$ cat src/rtl/baq_pkg.sv
// Shared types and constants for the bounded-concurrency admission queue.
// Used by baq_ctrl, baq_datapath and the top level; depends on nothing.
package baq_pkg;

  // Defaults for the top-level parameters
  localparam int DefQueueDepth = 32;
  localparam int DefTagBits    = 16;

  // Fixed field widths
  localparam int KindW   = 2;
  localparam int TagW    = 16;
  localparam int CodeW   = 2;
  localparam int ActiveW = 5;
  localparam int WaitW   = 7;
  localparam int StampW  = 16;

  // Configuration port
  localparam int CfgIdxW  = 2;
  localparam int CfgDataW = 16;
  localparam logic [CfgIdxW-1:0] CFG_MAX_ACTIVE = 2'd0;
  localparam logic [CfgIdxW-1:0] CFG_LIFETIME   = 2'd1;

  // Register reset values
  localparam logic [ActiveW-1:0] MAX_ACTIVE_RST = 5'd16;
  localparam logic [StampW-1:0]  LIFETIME_RST   = 16'd20;
  localparam logic [ActiveW-1:0] WORKER_CAP     = 5'd16;

  // Input kinds
  localparam logic [KindW-1:0] KIND_REQUEST = 2'd0;
  localparam logic [KindW-1:0] KIND_FINISH  = 2'd1;
  localparam logic [KindW-1:0] KIND_TICK    = 2'd2;

  // Result codes
  localparam logic [CodeW-1:0] EVT_LAUNCH  = 2'd0;
  localparam logic [CodeW-1:0] EVT_TIMEOUT = 2'd1;
  localparam logic [CodeW-1:0] EVT_REJECT  = 2'd2;

  typedef struct packed {
    logic [KindW-1:0] kind;
    logic [TagW-1:0]  request_tag;
  } in_item_t;

  typedef struct packed {
    logic [CodeW-1:0]   event_code;
    logic [TagW-1:0]    result_tag;
    logic [ActiveW-1:0] active_count;
    logic [WaitW-1:0]   waiting_count;
    logic               last_of_run;
  } out_item_t;

  // Commands from the controller to the datapath
  typedef struct packed {
    logic accept;     // capture the input item
    logic push;       // append request at tail
    logic busy_dec;   // free one worker slot
    logic tick;       // advance time
    logic rd_head;    // read queue head into read registers
    logic launch;     // pop head, start worker, emit launch
    logic reject;     // emit reject for captured tag
    logic pop;        // pop head for timeout
    logic hold_load;  // park popped head as pending timeout
    logic emit_hold;  // emit pending timeout
  } baq_cmd_t;

  // Status from the datapath to the controller
  typedef struct packed {
    logic full;
    logic empty;
    logic busy_nonzero;
    logic below_limit;
    logic launch_more;
    logic expired;
    logic out_free;
  } baq_sts_t;

endpackage

$ cat src/rtl/baq_ctrl.sv
// Controller state machine for the admission queue.
// Depends on baq_pkg; drives baq_datapath through baq_cmd_t.
module baq_ctrl import baq_pkg::*; (
  input  logic             clk_i,
  input  logic             rst_ni,
  input  logic             in_valid_i,
  input  logic [KindW-1:0] in_kind_i,
  output logic             in_ready_o,
  input  baq_sts_t         sts_i,
  output baq_cmd_t         cmd_o
);

  localparam logic [2:0] S_IDLE  = 3'd0;
  localparam logic [2:0] S_LCHK  = 3'd1;
  localparam logic [2:0] S_LRD   = 3'd2;
  localparam logic [2:0] S_LEMIT = 3'd3;
  localparam logic [2:0] S_REJ   = 3'd4;
  localparam logic [2:0] S_TRD   = 3'd5;
  localparam logic [2:0] S_TCHK  = 3'd6;

  logic [2:0] state_q, state_d;
  logic       hold_q, hold_d;

  assign in_ready_o = (state_q == S_IDLE);

  // Sequence one item at a time
  always_comb begin
    state_d = state_q;
    hold_d  = hold_q;
    cmd_o   = '0;
    unique case (state_q)
      S_IDLE: begin
        if (in_valid_i) begin
          cmd_o.accept = 1'b1;
          unique case (in_kind_i)
            KIND_REQUEST: begin
              if (sts_i.full) begin
                state_d = S_REJ;
              end else begin
                cmd_o.push = 1'b1;
                state_d    = S_LCHK;
              end
            end
            KIND_FINISH: begin
              if (sts_i.busy_nonzero) begin
                cmd_o.busy_dec = 1'b1;
                state_d        = S_LCHK;
              end
            end
            KIND_TICK: begin
              cmd_o.tick = 1'b1;
              hold_d     = 1'b0;
              state_d    = S_TRD;
            end
            default: begin
              state_d = S_IDLE;
            end
          endcase
        end
      end
      S_LCHK: begin
        if (sts_i.below_limit && !sts_i.empty) begin
          state_d = S_LRD;
        end else begin
          state_d = S_IDLE;
        end
      end
      S_LRD: begin
        cmd_o.rd_head = 1'b1;
        state_d       = S_LEMIT;
      end
      S_LEMIT: begin
        if (sts_i.out_free) begin
          cmd_o.launch = 1'b1;
          state_d      = sts_i.launch_more ? S_LRD : S_IDLE;
        end
      end
      S_REJ: begin
        if (sts_i.out_free) begin
          cmd_o.reject = 1'b1;
          state_d      = S_LCHK;
        end
      end
      S_TRD: begin
        cmd_o.rd_head = 1'b1;
        state_d       = S_TCHK;
      end
      S_TCHK: begin
        // Wait while a pending timeout cannot leave yet
        if (!hold_q || sts_i.out_free) begin
          cmd_o.emit_hold = hold_q;
          if (sts_i.expired) begin
            cmd_o.pop       = 1'b1;
            cmd_o.hold_load = 1'b1;
            hold_d          = 1'b1;
            state_d         = S_TRD;
          end else begin
            hold_d  = 1'b0;
            state_d = S_IDLE;
          end
        end
      end
      default: begin
        state_d = S_IDLE;
      end
    endcase
  end

  always_ff @(posedge clk_i or negedge rst_ni) begin
    if (!rst_ni) begin
      state_q <= S_IDLE;
      hold_q  <= 1'b0;
    end else begin
      state_q <= state_d;
      hold_q  <= hold_d;
    end
  end

endmodule

$ cat src/rtl/baq_datapath.sv
// Datapath of the admission queue: config, counters, queue memory, output register.
// Depends on baq_pkg; driven by baq_ctrl through baq_cmd_t.
module baq_datapath import baq_pkg::*; #(
  parameter int QUEUE_DEPTH = DefQueueDepth,
  parameter int TAG_BITS    = DefTagBits
) (
  input  logic                clk_i,
  input  logic                rst_ni,
  input  logic                cfg_we_i,
  input  logic [CfgIdxW-1:0]  cfg_idx_i,
  input  logic [CfgDataW-1:0] cfg_data_i,
  input  logic [TagW-1:0]     in_tag_i,
  output out_item_t           out_data_o,
  output logic                out_valid_o,
  input  logic                out_ready_i,
  input  baq_cmd_t            cmd_i,
  output baq_sts_t            sts_o
);

  localparam int PtrW = (QUEUE_DEPTH > 1) ? $clog2(QUEUE_DEPTH) : 1;
  localparam int CntW = $clog2(QUEUE_DEPTH + 1);
  localparam logic [PtrW-1:0] PtrLast = PtrW'(QUEUE_DEPTH - 1);
  localparam logic [CntW-1:0] CntFull = CntW'(QUEUE_DEPTH);

  // Configuration registers
  logic [ActiveW-1:0] max_active_q;
  logic [StampW-1:0]  lifetime_q;

  // Queue and counters
  logic [TAG_BITS-1:0] tag_mem   [QUEUE_DEPTH];
  logic [StampW-1:0]   stamp_mem [QUEUE_DEPTH];
  logic [PtrW-1:0]     head_q, head_d, tail_q, tail_d;
  logic [CntW-1:0]     fill_q, fill_d;
  logic [ActiveW-1:0]  busy_q, busy_d;
  logic [StampW-1:0]   time_q;
  logic [TAG_BITS-1:0] req_tag_q, tag_in;
  logic [TAG_BITS-1:0] rd_tag_q, hold_tag_q;
  logic [StampW-1:0]   rd_stamp_q;
  logic [CntW-1:0]     hold_wait_q;

  // Output register
  out_item_t out_q, out_d;
  logic      out_valid_q, out_valid_d;

  logic [ActiveW-1:0] limit;
  logic [ActiveW-1:0] busy_inc;
  logic [CntW-1:0]    fill_dec;
  logic [StampW-1:0]  age;
  logic               head_pop;
  logic [CntW:0]      ptr_sum;
  logic [PtrW-1:0]    tail_expect;

  // Fit the 16-bit tag into storage width
  always_comb begin
    logic [31:0] wide;
    wide   = 32'(in_tag_i);
    tag_in = wide[TAG_BITS-1:0];
  end

  function automatic logic [TagW-1:0] tag_out(input logic [TAG_BITS-1:0] t);
    logic [31:0] wide;
    wide = '0;
    wide[TAG_BITS-1:0] = t;
    return wide[TagW-1:0];
  endfunction

  // Clamp the worker limit to 1..16
  always_comb begin
    if (max_active_q == '0) begin
      limit = ActiveW'(1);
    end else if (max_active_q > WORKER_CAP) begin
      limit = WORKER_CAP;
    end else begin
      limit = max_active_q;
    end
  end

  assign busy_inc = busy_q + ActiveW'(1);
  assign fill_dec = fill_q - CntW'(1);
  assign age      = time_q - rd_stamp_q;
  assign head_pop = cmd_i.launch | cmd_i.pop;

  assign sts_o.full         = (fill_q == CntFull);
  assign sts_o.empty        = (fill_q == '0);
  assign sts_o.busy_nonzero = (busy_q != '0);
  assign sts_o.below_limit  = (busy_q < limit);
  assign sts_o.launch_more  = (busy_inc < limit) && (fill_q > CntW'(1));
  assign sts_o.expired      = (fill_q != '0) && (age > lifetime_q);
  assign sts_o.out_free     = !out_valid_q || out_ready_i;

  // Advance pointers and counters
  always_comb begin
    head_d = head_q;
    tail_d = tail_q;
    fill_d = fill_q;
    busy_d = busy_q;
    if (head_pop) begin
      head_d = (head_q == PtrLast) ? '0 : head_q + PtrW'(1);
      fill_d = fill_dec;
    end
    if (cmd_i.push) begin
      tail_d = (tail_q == PtrLast) ? '0 : tail_q + PtrW'(1);
      fill_d = fill_q + CntW'(1);
    end
    if (cmd_i.launch) begin
      busy_d = busy_inc;
    end else if (cmd_i.busy_dec) begin
      busy_d = busy_q - ActiveW'(1);
    end
  end

  // Build the next result
  always_comb begin
    out_d       = out_q;
    out_valid_d = out_valid_q && !out_ready_i;
    priority if (cmd_i.launch) begin
      out_d.event_code    = EVT_LAUNCH;
      out_d.result_tag    = tag_out(rd_tag_q);
      out_d.active_count  = busy_inc;
      out_d.waiting_count = WaitW'(fill_dec);
      out_d.last_of_run   = !sts_o.launch_more;
      out_valid_d         = 1'b1;
    end else if (cmd_i.reject) begin
      out_d.event_code    = EVT_REJECT;
      out_d.result_tag    = tag_out(req_tag_q);
      out_d.active_count  = busy_q;
      out_d.waiting_count = WaitW'(fill_q);
      out_d.last_of_run   = !sts_o.below_limit;
      out_valid_d         = 1'b1;
    end else if (cmd_i.emit_hold) begin
      out_d.event_code    = EVT_TIMEOUT;
      out_d.result_tag    = tag_out(hold_tag_q);
      out_d.active_count  = busy_q;
      out_d.waiting_count = WaitW'(hold_wait_q);
      out_d.last_of_run   = !sts_o.expired;
      out_valid_d         = 1'b1;
    end else begin
      // Hold the current result
      out_d = out_q;
    end
  end

  assign out_data_o  = out_q;
  assign out_valid_o = out_valid_q;

  // Control state
  always_ff @(posedge clk_i or negedge rst_ni) begin
    if (!rst_ni) begin
      max_active_q <= MAX_ACTIVE_RST;
      lifetime_q   <= LIFETIME_RST;
      head_q       <= '0;
      tail_q       <= '0;
      fill_q       <= '0;
      busy_q       <= '0;
      time_q       <= '0;
      out_valid_q  <= 1'b0;
    end else begin
      if (cfg_we_i && cfg_idx_i == CFG_MAX_ACTIVE) begin
        max_active_q <= cfg_data_i[ActiveW-1:0];
      end
      if (cfg_we_i && cfg_idx_i == CFG_LIFETIME) begin
        lifetime_q <= cfg_data_i[StampW-1:0];
      end
      head_q      <= head_d;
      tail_q      <= tail_d;
      fill_q      <= fill_d;
      busy_q      <= busy_d;
      out_valid_q <= out_valid_d;
      if (cmd_i.tick) begin
        time_q <= time_q + StampW'(1);
      end
    end
  end

  // Payload registers
  always_ff @(posedge clk_i) begin
    out_q <= out_d;
    if (cmd_i.accept) begin
      req_tag_q <= tag_in;
    end
    if (cmd_i.hold_load) begin
      hold_tag_q  <= rd_tag_q;
      hold_wait_q <= fill_dec;
    end
  end

  // Queue memory: write at tail, registered read at head
  always_ff @(posedge clk_i) begin
    if (cmd_i.push) begin
      tag_mem[tail_q]   <= tag_in;
      stamp_mem[tail_q] <= time_q;
    end
    if (cmd_i.rd_head) begin
      rd_tag_q   <= tag_mem[head_q];
      rd_stamp_q <= stamp_mem[head_q];
    end
  end

  // Expected tail from head and fill
  always_comb begin
    ptr_sum     = (CntW+1)'(head_q) + (CntW+1)'(fill_q);
    tail_expect = (ptr_sum >= (CntW+1)'(QUEUE_DEPTH)) ?
                  PtrW'(ptr_sum - (CntW+1)'(QUEUE_DEPTH)) : PtrW'(ptr_sum);
  end

  a_fill_bound: assert property (@(posedge clk_i) disable iff (!rst_ni)
    fill_q <= CntFull)
    else $error("queue fill exceeds depth");

  a_busy_bound: assert property (@(posedge clk_i) disable iff (!rst_ni)
    busy_q <= WORKER_CAP)
    else $error("active workers exceed cap");

  a_ptr_consistent: assert property (@(posedge clk_i) disable iff (!rst_ni)
    tail_q == tail_expect)
    else $error("tail pointer disagrees with head and fill");

  a_pop_nonempty: assert property (@(posedge clk_i) disable iff (!rst_ni)
    head_pop |-> fill_q != '0)
    else $error("pop from empty queue");

  a_push_room: assert property (@(posedge clk_i) disable iff (!rst_ni)
    cmd_i.push |-> (fill_q != CntFull && !head_pop))
    else $error("push into full queue or with a pop");

endmodule

$ cat src/rtl/bounded_concurrency_admission_queue.sv
// Top level of the bounded-concurrency admission queue.
// Depends on baq_pkg; instantiates baq_ctrl and baq_datapath.
//
//  port group   direction  handshake              payload
//  in_*         in         in_valid_i/in_ready_o  in_item_t (kind, request_tag)
//  out_*        out        out_valid_o/out_ready_i out_item_t (code, tag, counts, last)
//  cfg_*        in         cfg_we_i (no wait)     cfg_idx_i, cfg_data_i
//
// One item at a time. A request with room is pushed, checked, read and launched; each
// further launch repeats the head read and launch, due to the single registered read
// port of the queue memory. A finish frees a worker and goes on alike; a tick reads and
// checks the head, again after each timeout. A finish with no worker or an unused kind
// stays idle. Reset clears counters and pointers at once; queue memory is not cleared.
// The output register lets a new item in while the last result waits to leave.
module bounded_concurrency_admission_queue import baq_pkg::*; #(
  parameter int QUEUE_DEPTH = DefQueueDepth,
  parameter int TAG_BITS    = DefTagBits
) (
  input  logic                clk_i,
  input  logic                rst_ni,
  input  logic                cfg_we_i,
  input  logic [CfgIdxW-1:0]  cfg_idx_i,
  input  logic [CfgDataW-1:0] cfg_data_i,
  input  logic                in_valid_i,
  output logic                in_ready_o,
  input  in_item_t            in_data_i,
  output logic                out_valid_o,
  input  logic                out_ready_i,
  output out_item_t           out_data_o
);

  baq_cmd_t cmd;
  baq_sts_t sts;

  // Sequence each item
  baq_ctrl u_ctrl (
    .clk_i      (clk_i),
    .rst_ni     (rst_ni),
    .in_valid_i (in_valid_i),
    .in_kind_i  (in_data_i.kind),
    .in_ready_o (in_ready_o),
    .sts_i      (sts),
    .cmd_o      (cmd)
  );

  // Hold queue, counters and results
  baq_datapath #(
    .QUEUE_DEPTH (QUEUE_DEPTH),
    .TAG_BITS    (TAG_BITS)
  ) u_datapath (
    .clk_i       (clk_i),
    .rst_ni      (rst_ni),
    .cfg_we_i    (cfg_we_i),
    .cfg_idx_i   (cfg_idx_i),
    .cfg_data_i  (cfg_data_i),
    .in_tag_i    (in_data_i.request_tag),
    .out_data_o  (out_data_o),
    .out_valid_o (out_valid_o),
    .out_ready_i (out_ready_i),
    .cmd_i       (cmd),
    .sts_o       (sts)
  );

endmodule
$ cat config.mk
export PLATFORM = sky130hd
export DESIGN_NAME = bounded_concurrency_admission_queue
export DESIGN_NICKNAME = d
export VERILOG_FILES = /design/src/rtl/baq_pkg.sv /design/src/rtl/baq_ctrl.sv /design/src/rtl/baq_datapath.sv /design/src/rtl/bounded_concurrency_admission_queue.sv
export SDC_FILE = /design/constraint.sdc
export NUM_CORES = 1
export LEC_CHECK = 0
export ABC_AREA = 1
export BUFFER_PORTS_ARGS = -buffer_cell sky130_fd_sc_hd__buf_2
export CAP_MARGIN = 15
export CORE_MARGIN = 5
export CORE_UTILIZATION = 40
export DETAILED_ROUTE_END_ITERATION = 8
export SLEW_MARGIN = 20
export SYNTH_ARGS = -nofsm -noshare
export SYNTH_HDL_FRONTEND = slang
export SYNTH_SLANG_ARGS = --single-unit
$ cat constraint.sdc
create_clock -name clk_i -period 5.2 [get_ports clk_i]
set_input_delay 0 -clock clk_i [delete_from_list [all_inputs] [get_ports clk_i]]
set_output_delay 0 -clock clk_i [all_outputs]
set_load 0.03 [all_outputs]
After elaboration in Yosys (flattened, before gate mapping)
Memory sizes are Yosys's and may differ from the RTL's. A register that Yosys moved wholly into a read port is not among the register bits.
Index checks and enable logic that the tools add are counted.
{"block": "totals", "register_bits": 131, "mem_bits_rw": 1024, "input_bits": 41, "out_inout_bits": 33, "wordCells": 130, "n_memories": 2}
{"block": "classes", "add_sub_neg": 8, "n_lt_le_gt_ge": 5, "n_eq_ne": 18, "mux": 46, "bitwise": 1, "reduce_logical": 31}
{"memory": "u_datapath.stamp_mem", "words": 32, "width": 16, "rd": 1, "rd_clocked_by_memory_dff": 1, "write_ports": 1, "line_no": "baq_datapath.sv:31", "rtl": "logic [StampW-1:0] stamp_mem [QUEUE_DEPTH];"}
{"memory": "u_datapath.tag_mem", "words": 32, "width": 16, "rd": 1, "rd_clocked_by_memory_dff": 1, "write_ports": 1, "line_no": "baq_datapath.sv:30", "rtl": "logic [TAG_BITS-1:0] tag_mem [QUEUE_DEPTH];"}
{"cell": "$mux 31", "count": 2}
{"cell": "$mux 5", "count": 6}
{"cell": "$mux 29", "count": 1}
{"cell": "$mux 3", "count": 9}
{"cell": "$pmux 3 s7", "count": 1}
{"cell": "$mux 1", "count": 18}
{"cell": "$add 16x1->16 const B", "count": 1}
{"cell": "$gt 16x16->1", "count": 1}
{"cell": "$sub 16x16->16", "count": 1}
{"cell": "$add 5x1->5 const B", "count": 3}
{"cell": "$mux 6", "count": 2}
{"cell": "$eq 5x5->1 const B", "count": 2}
{"cell": "$lt 5x5->1", "count": 2}
{"cell": "$eq 3x3->1 const B", "count": 3}
{"cell": "$pmux 3 s3", "count": 1}
{"cell": "$mux 4", "count": 2}
{"cell": "$ne 2x1->1 const B", "count": 4}
{"cell": "$reduce_bool 2->1", "count": 4}
{"cell": "$logic_not 1->1", "count": 7}
{"cell": "$add 6x1->6 const B", "count": 1}
{"cell": "$eq 3x2->1 const B", "count": 2}
{"cell": "$eq 6x6->1 const B", "count": 1}
{"cell": "$gt 6x1->1 const B", "count": 1}
{"cell": "$logic_and 1x1->1", "count": 6}
{"cell": "22 further kinds", "count": 28}

Longest topological paths before layout
{"block": "depth", "depth_word": 9, "ltp_mapped": 23, "ltp_nobuf": 23}

Cells and area by module
From an unflattened synthesis, not the netlist that was laid out.
{"block": "hier_totals", "hier_cells": 3860, "area_unflattened_um2": 48357.6}
{"module": "baq_datapath", "instances": 1, "cells_each": 3773, "area_each_um2": 47862.2, "seq_area_each_um2": 35212.5}
{"module": "baq_ctrl", "instances": 1, "cells_each": 87, "area_each_um2": 495.5, "seq_area_each_um2": 100.1}

Least setup slack after synthesis
OpenSTA, ideal clock, no wires.
{"block": "synth_path", "kind": "flip-flop to flip-flop", "startpoint": "reg u_ctrl.state_q[1]", "endpoint": "mem u_datapath.stamp_mem[15][0] (enable)", "setup_time_ns": 0.461, "arrival_time_ns": 3.732, "required_ns": 4.739, "setup_slack_ns": 1.007, "stages_incl_launch_ff": 10, "path_buffers": 0, "synth_period_minus_slack_ns": 4.193, "cell_sequence": "dfrtp_1 -> nor2_2 -> nand2_2 -> nor2_4 -> inv_2 -> nor2_4 -> inv_2 -> nor2_1 -> nand2_1 -> nor3_1"}
{"block": "synth_via", "elab_chain_cells": 4}
{"item": "start, declared", "line_no": "baq_ctrl.sv:21", "rtl": "logic [2:0] state_q, state_d;"}
{"item": "start signal, assigned", "line_no": "baq_ctrl.sv:114", "rtl": "state_q <= state_d;"}
{"item": "$logic_not 3->1", "line_no": "baq_ctrl.sv:31", "rtl": "unique case (state_q)"}
{"item": "$mux 4", "line_no": "baq_ctrl.sv:31"}
{"item": "$mux 1", "line_no": "baq_datapath.sv:189", "rtl": "if (cmd_i.push) begin"}
{"item": "$mux 1 (not written as such)", "line_no": "baq_datapath.sv:191", "rtl": "stamp_mem[tail_q] <= time_q;"}
{"item": "end, declared", "line_no": "baq_datapath.sv:31"}
No other way between the ends.

Worst setup path after layout
{"block": "layout_path", "startpoint": "reg u_datapath.time_q[1]", "endpoint": "reg u_ctrl.state_q[2]"}
{"block": "layout_via", "elab_chain_cells": 6}
{"item": "start, declared", "line_no": "baq_datapath.sv:35", "rtl": "logic [StampW-1:0] time_q;"}
{"item": "start signal, assigned", "line_no": "baq_datapath.sv:170", "rtl": "time_q <= time_q + StampW'(1);"}
{"item": "$sub 16x16->16", "line_no": "baq_datapath.sv:80", "rtl": "assign age = time_q - rd_stamp_q;"}
{"item": "$gt 16x16->1", "line_no": "baq_datapath.sv:88", "rtl": "assign sts_o.expired = (fill_q != '0) && (age > lifetime_q);"}
{"item": "$logic_and 1x1->1", "line_no": "baq_datapath.sv:88"}
{"item": "$mux 3", "line_no": "baq_ctrl.sv:92", "rtl": "if (sts_i.expired) begin"}
{"item": "$mux 3", "line_no": "baq_ctrl.sv:90", "rtl": "if (!hold_q || sts_i.out_free) begin"}
{"item": "$pmux 3 s7", "line_no": "baq_ctrl.sv:31"}
No other way between the ends. The select of a mux whose other input is x is not followed.
A chain may end at the register's enable or synchronous reset.

==> run summary <==
The number of routed nets with antenna violations is 0. After layout, the minimum clock period comes to 4.649 ns. The library cell used most frequently in the layout, excluding fill and tap cells, is sky130_fd_sc_hd__edfxtp_1.

The number of port buffers is 72. The area of the core is 0.1201 mm². The floorplan die height came out at approximately 360 µm.

The slew at the pin closest to its max-slew limit came out at roughly 1.0 ns. The post-CTS repair timing setup buffer count is 0. Combinational logic is responsible for 31.1% of the overall power. Of the total power, the clock network draws between 20% and 30%.

The number of global-route vias before repair came to between 20k and 30k. Setup violations remaining at the end of the flow were counted as 0. The most used flip-flop cell after synthesis is sky130_fd_sc_hd__edfxtp_1.

The fraction of the mapped netlist area in simple logic gates came out at about a tenth. The largest single stage delay on the critical path is about 0.55 ns. The area of the mapped netlist came out at roughly 0.048 mm². For this run, the post-layout net count is a little over 4k. For this run, the detailed router's first-pass iteration total came to 5. In this run the critical register-to-register path is launched from u_datapath.time_q[1].

For this design the ratio of total power to cell area is between 500 and 600 mW/mm². Global routing used 20.65% of the available tracks. The final hold violation count came out at 6. The largest driver fanout on the critical path is 36. The iteration-0 DRC count of the detailed router is about 3.7k. The endpoint of the worst hold path is u_datapath.lifetime_q[4]. Of the post-synthesis cell area, the part taken by muxes is 0%. Clock tree synthesis selected as its root buffer the cell sky130_fd_sc_hd__clkbuf_16. The worst reg-to-reg path cell count is 24. The final reports fail on negative hold slack. The chip width came out at 358.2 µm. Pin placement for this block handled 74 I/O pins. The worst hold path depth is 3. In the routed design, unresolved DRC markers number 0. The floorplan step defined a die boundary enclosing ~0.13 mm². The final setup TNS came out at 0 ns. The Yosys warning count came out at 0. The classification of the worst-slack hold path is input port to flop. By area, the combinational part of the netlist is dominated by compound AO/OA/AOI/OAI gates. The number of distinct standard cells referenced by the synthesized netlist came out at 47. The per-instance average area after synthesis came out at about 12 µm². The capturing point of the worst reg2reg path is u_ctrl.state_q[2]. The synthesized netlist devotes 1.512% of its cell area to adder and majority cells. The most used cell along the critical path is sky130_fd_sc_hd__nand2_1.

Synthesis produced a netlist whose cell count is just under 4k. The number of max-capacitance violations reported came out at 0. Sequential cells account for approximately two fifths of the total power. In this run the power spent charging and discharging nets is between 0.01 and 0.015 W.

The worst hold path begins at cfg_idx_i[0]. The wire length of the first global-routing pass came out at a little under 200000 µm. Data on the critical path is required at its endpoint by between 5 and 6 ns.

The initial utilization of the core area, before any placement, comes to between 40% and 50%. The H-tree depth reported by CTS is 3. The worst hold slack came out at -0.05655 ns. The final-report max-slew violation count is 0.

The synthesized netlist devotes 11.10% of its cell area to compound gates. The run finished, with violations left. The cell type of the slowest stage on the worst timing path is sky130_fd_sc_hd__dlygate4sd3_1. The number of gates resized after CTS came out at 0. The number of buffers between clock root and the deepest sink is 3. The area growth from synthesis to layout came out at 13.90%. Setup repair after global routing left no endpoint under its margin. The type of the setup path with the least slack is flop to flop. The average wire per standard cell is 23.54 µm.

The source-to-sink clock delay at the later pin of the worst-skew pair came out at roughly 0.72 ns. Of the total synthesized cell area, the portion taken by XOR and XNOR cells is 0.7767%. The maximum VDD drop is 0.3634 mV. In this run the tightest slew margin relative to its limit is a little under a third. The critical path goes through buf_4 > inv_1 > fa_1 > nand3b_1 > nand2_1 > a21oi_1 > o21bai_1 > nand2_1 > nand2_1 > xor2_1 > inv_1 > ha_1 > nand2_1 > nor2_1 > nand4_1 > nor2_1 > nor2_1 > and2_1 > nand2_1 > nand2_1 > nand2_1 > dlygate4sd3_1 > nand2_1 > dlygate4sd3_1.

The routed wire length came out at 134200 µm. The worst path uses roughly nine tenths of the clock period. On the final layout, the worst clock skew is roughly 0.034 ns.

The final estimated routing congestion in global placement is between 0.8 and 0.9. The TritonCTS clock tree is built. In the final layout, the share of cells above drive strength 1 is about a tenth. Based on the critical path, the design can be clocked at up to ~220 MHz. Detailed placement finished with a half-perimeter wire length of roughly 74000 µm. The site row count came out at roughly 130. STA classifies the critical path endpoint as a flop. The count of vias placed by the detailed router is ~31k. The overall overflow remaining after global route came out at 0. The library cells used most frequently in the layout, excluding fill and tap cells, are sky130_fd_sc_hd__edfxtp_1 (1122), sky130_fd_sc_hd__nor2_1 (649), sky130_fd_sc_hd__o21ai_0 (511).

The initial antenna violation count came out at 0. Counting every net in the synthesized netlist gives 3983. The arrival time of data at the critical path endpoint is 5.24 ns. The number of cells after detailed placement came out at 5432.

The async set or reset register ratio after synthesis is approximately 5.3%. The pin count of the biggest net entering global routing came out at 180. The number of standard cells in the final layout excluding fillers is roughly 5.7k. The net switching fraction of the power is a little over a third. The number of buffers created by CTS is between 100 and 150. The vias per cell came out at between 5 and 6. The number of enable-type register cells in the synthesized netlist is 1122. The static leakage power is ~19 nW. The number of sinks handled by clock tree synthesis is about 1.2k. The setup slack of the worst register-to-register path is ~0.55 ns. The part of the Yosys area used for sequential elements came out at between 70% and 80%.

The internal portion of total power came out at between 0.015 and 0.02 W. Counting flops and latches in the post-synthesis netlist gives ~1.2k. STA classifies the critical path startpoint as a flop. After clock tree synthesis, the clock-pin slew on the worst setup and hold paths is ~0.060 ns.
## power by group through the flow
stage	registers (W)	clock network, W	logic (W)
after global placement	0.0118	0	0.00895
after detailed placement	0.0118	0	0.00898
after CTS	0.0116	0.00865	0.00909
after global routing	0.0117	0.00905	0.0100
final	0.0116	0.00851	0.00910
after floorplan	0.0118	0	0.00601
## stage by stage
step	hold WS (ns)	instance area, µm²	util, %	power (W)	worst slack, ns
after floorplan	-0.2956	48490	-	0.01780	1.007
after global placement	0.2523	50910	42.38	0.02077	1.063
after detailed placement	0.2558	50910	42.38	0.02081	1.075
after CTS	0.007364	55210	45.95	0.02937	0.5416
after global routing	0.004226	55230	45.97	0.03077	0.08599
final	-0.05655	55230	45.97	0.02924	0.5508
## flip-flops by register name, summed over array words and instances, names as in the netlist, 6 cells and up
| register | cells |
|---|---|
| u_datapath.hold_wait_q | 6 |
| u_datapath.rd_tag_q | 16 |
| u_datapath.fill_q | 6 |
| u_datapath.hold_tag_q | 16 |
| u_datapath.tag_mem | 512 |
| u_datapath.lifetime_q | 16 |
| u_datapath.time_q | 16 |
| u_datapath.req_tag_q | 16 |
| u_datapath.out_data_o | 30 |
| u_datapath.rd_stamp_q | 16 |
| u_datapath.stamp_mem | 512 |
## critical path: cells and delay by family (launching register included)
family                   cells  cell delay [ns]
AO/OA/AOI/OAI                2             0.36
flip-flops                   1             0.32
XOR/XNOR                     1             0.14
adder cells (fa/ha/maj)      2             0.70
buffers and inverters        5             1.62
AND/OR/NAND/NOR             14             1.38
## Yosys cell counts (2+ instances only)
cell                          n  area share [%]
sky130_fd_sc_hd__nor3_2       4           0.083
sky130_fd_sc_hd__inv_1      116            0.90
sky130_fd_sc_hd__nor2_4       2           0.046
sky130_fd_sc_hd__o21ai_0    511             5.3
sky130_fd_sc_hd__nand2_1    398             3.1
sky130_fd_sc_hd__buf_2       39            0.40
sky130_fd_sc_hd__buf_1       19            0.15
sky130_fd_sc_hd__nand4_1     17            0.22
sky130_fd_sc_hd__dfxtp_1      2           0.083
sky130_fd_sc_hd__inv_2        7           0.054
sky130_fd_sc_hd__o22ai_1    243             3.1
sky130_fd_sc_hd__a211oi_1     3           0.046
sky130_fd_sc_hd__nor2_1     677             5.2
sky130_fd_sc_hd__xor2_1      34            0.61
sky130_fd_sc_hd__nand2_2      3           0.039
sky130_fd_sc_hd__nor3_1      44            0.45
sky130_fd_sc_hd__a21o_1       5           0.077
sky130_fd_sc_hd__o21bai_1     2           0.031
sky130_fd_sc_hd__nand3_1     89            0.92
sky130_fd_sc_hd__nand3b_1     5           0.077
sky130_fd_sc_hd__dfrtp_1     60             3.1
sky130_fd_sc_hd__a21oi_1    117             1.2
sky130_fd_sc_hd__buf_6       18            0.42
sky130_fd_sc_hd__ha_1        57             1.5
sky130_fd_sc_hd__xnor2_1      9            0.16
sky130_fd_sc_hd__edfxtp_1  1122              69
sky130_fd_sc_hd__nor2_2       2           0.026
sky130_fd_sc_hd__o211ai_1     9            0.14
sky130_fd_sc_hd__dfstp_2      3            0.16
sky130_fd_sc_hd__buf_4       43            0.67
sky130_fd_sc_hd__clkbuf_2     2           0.021
sky130_fd_sc_hd__o41ai_1     13            0.23
sky130_fd_sc_hd__o31ai_1      2           0.031
sky130_fd_sc_hd__a31oi_1      2           0.026
sky130_fd_sc_hd__clkbuf_1   113            0.87
sky130_fd_sc_hd__o21ai_1     81            0.84
## layer usage
layer  vias up  share of wire (%)  global-route usage (%)
met4         0                2.9                   5.992
met3       233                8.0                   3.500
li1      14320                  -                       -
met1     15540                 43                   29.16
met5         -                  0                       0
met2      1359                 46                   33.19
## cell families after synthesis
logic type | after synthesis
other | 1
AOI/OAI and AO/OA | 991
adders and majority gates | 58
buffers and inverters | 359
DFF | 1187
xor gates and xnor gates | 43
and+or+nand+nor | 1245
## worst max path at each step
stage,slack (ns),to,startpoint,cells past startpoint
4_1_cts,0.54,u_ctrl.state_q[2],u_datapath.time_q[1],24
6_report,0.55,u_ctrl.state_q[2],u_datapath.time_q[1],24
5_1_grt,0.09,u_ctrl.state_q[2],u_datapath.time_q[1],24
2_1_floorplan,1.01,u_datapath.stamp_mem[15][0],u_ctrl.state_q[1],9
3_5_place_dp,1.07,u_datapath.hold_tag_q[12],u_datapath.time_q[1],22
3_3_place_gp,1.06,u_datapath.hold_tag_q[12],u_datapath.time_q[1],22
## layout make-up
cell class,instances,area (µm²)
Antenna cell,1,2.502
Clock buffer,159,3169
Clock inverter,62,661.9
Fill cell,10780,64900
Inverter,125,503.0
Multi-Input combinational cell,2338,11720
Sequential cell,1187,35330
Tap cell,1612,2017
Timing Repair Buffer,218,1828
## repair_timing
action                                  CTS  global route
hold buffers                             46             1
hold endpoints to repair                628             4
endpoints found under the setup margin    0             0
(Power assumes the default switching activity.)
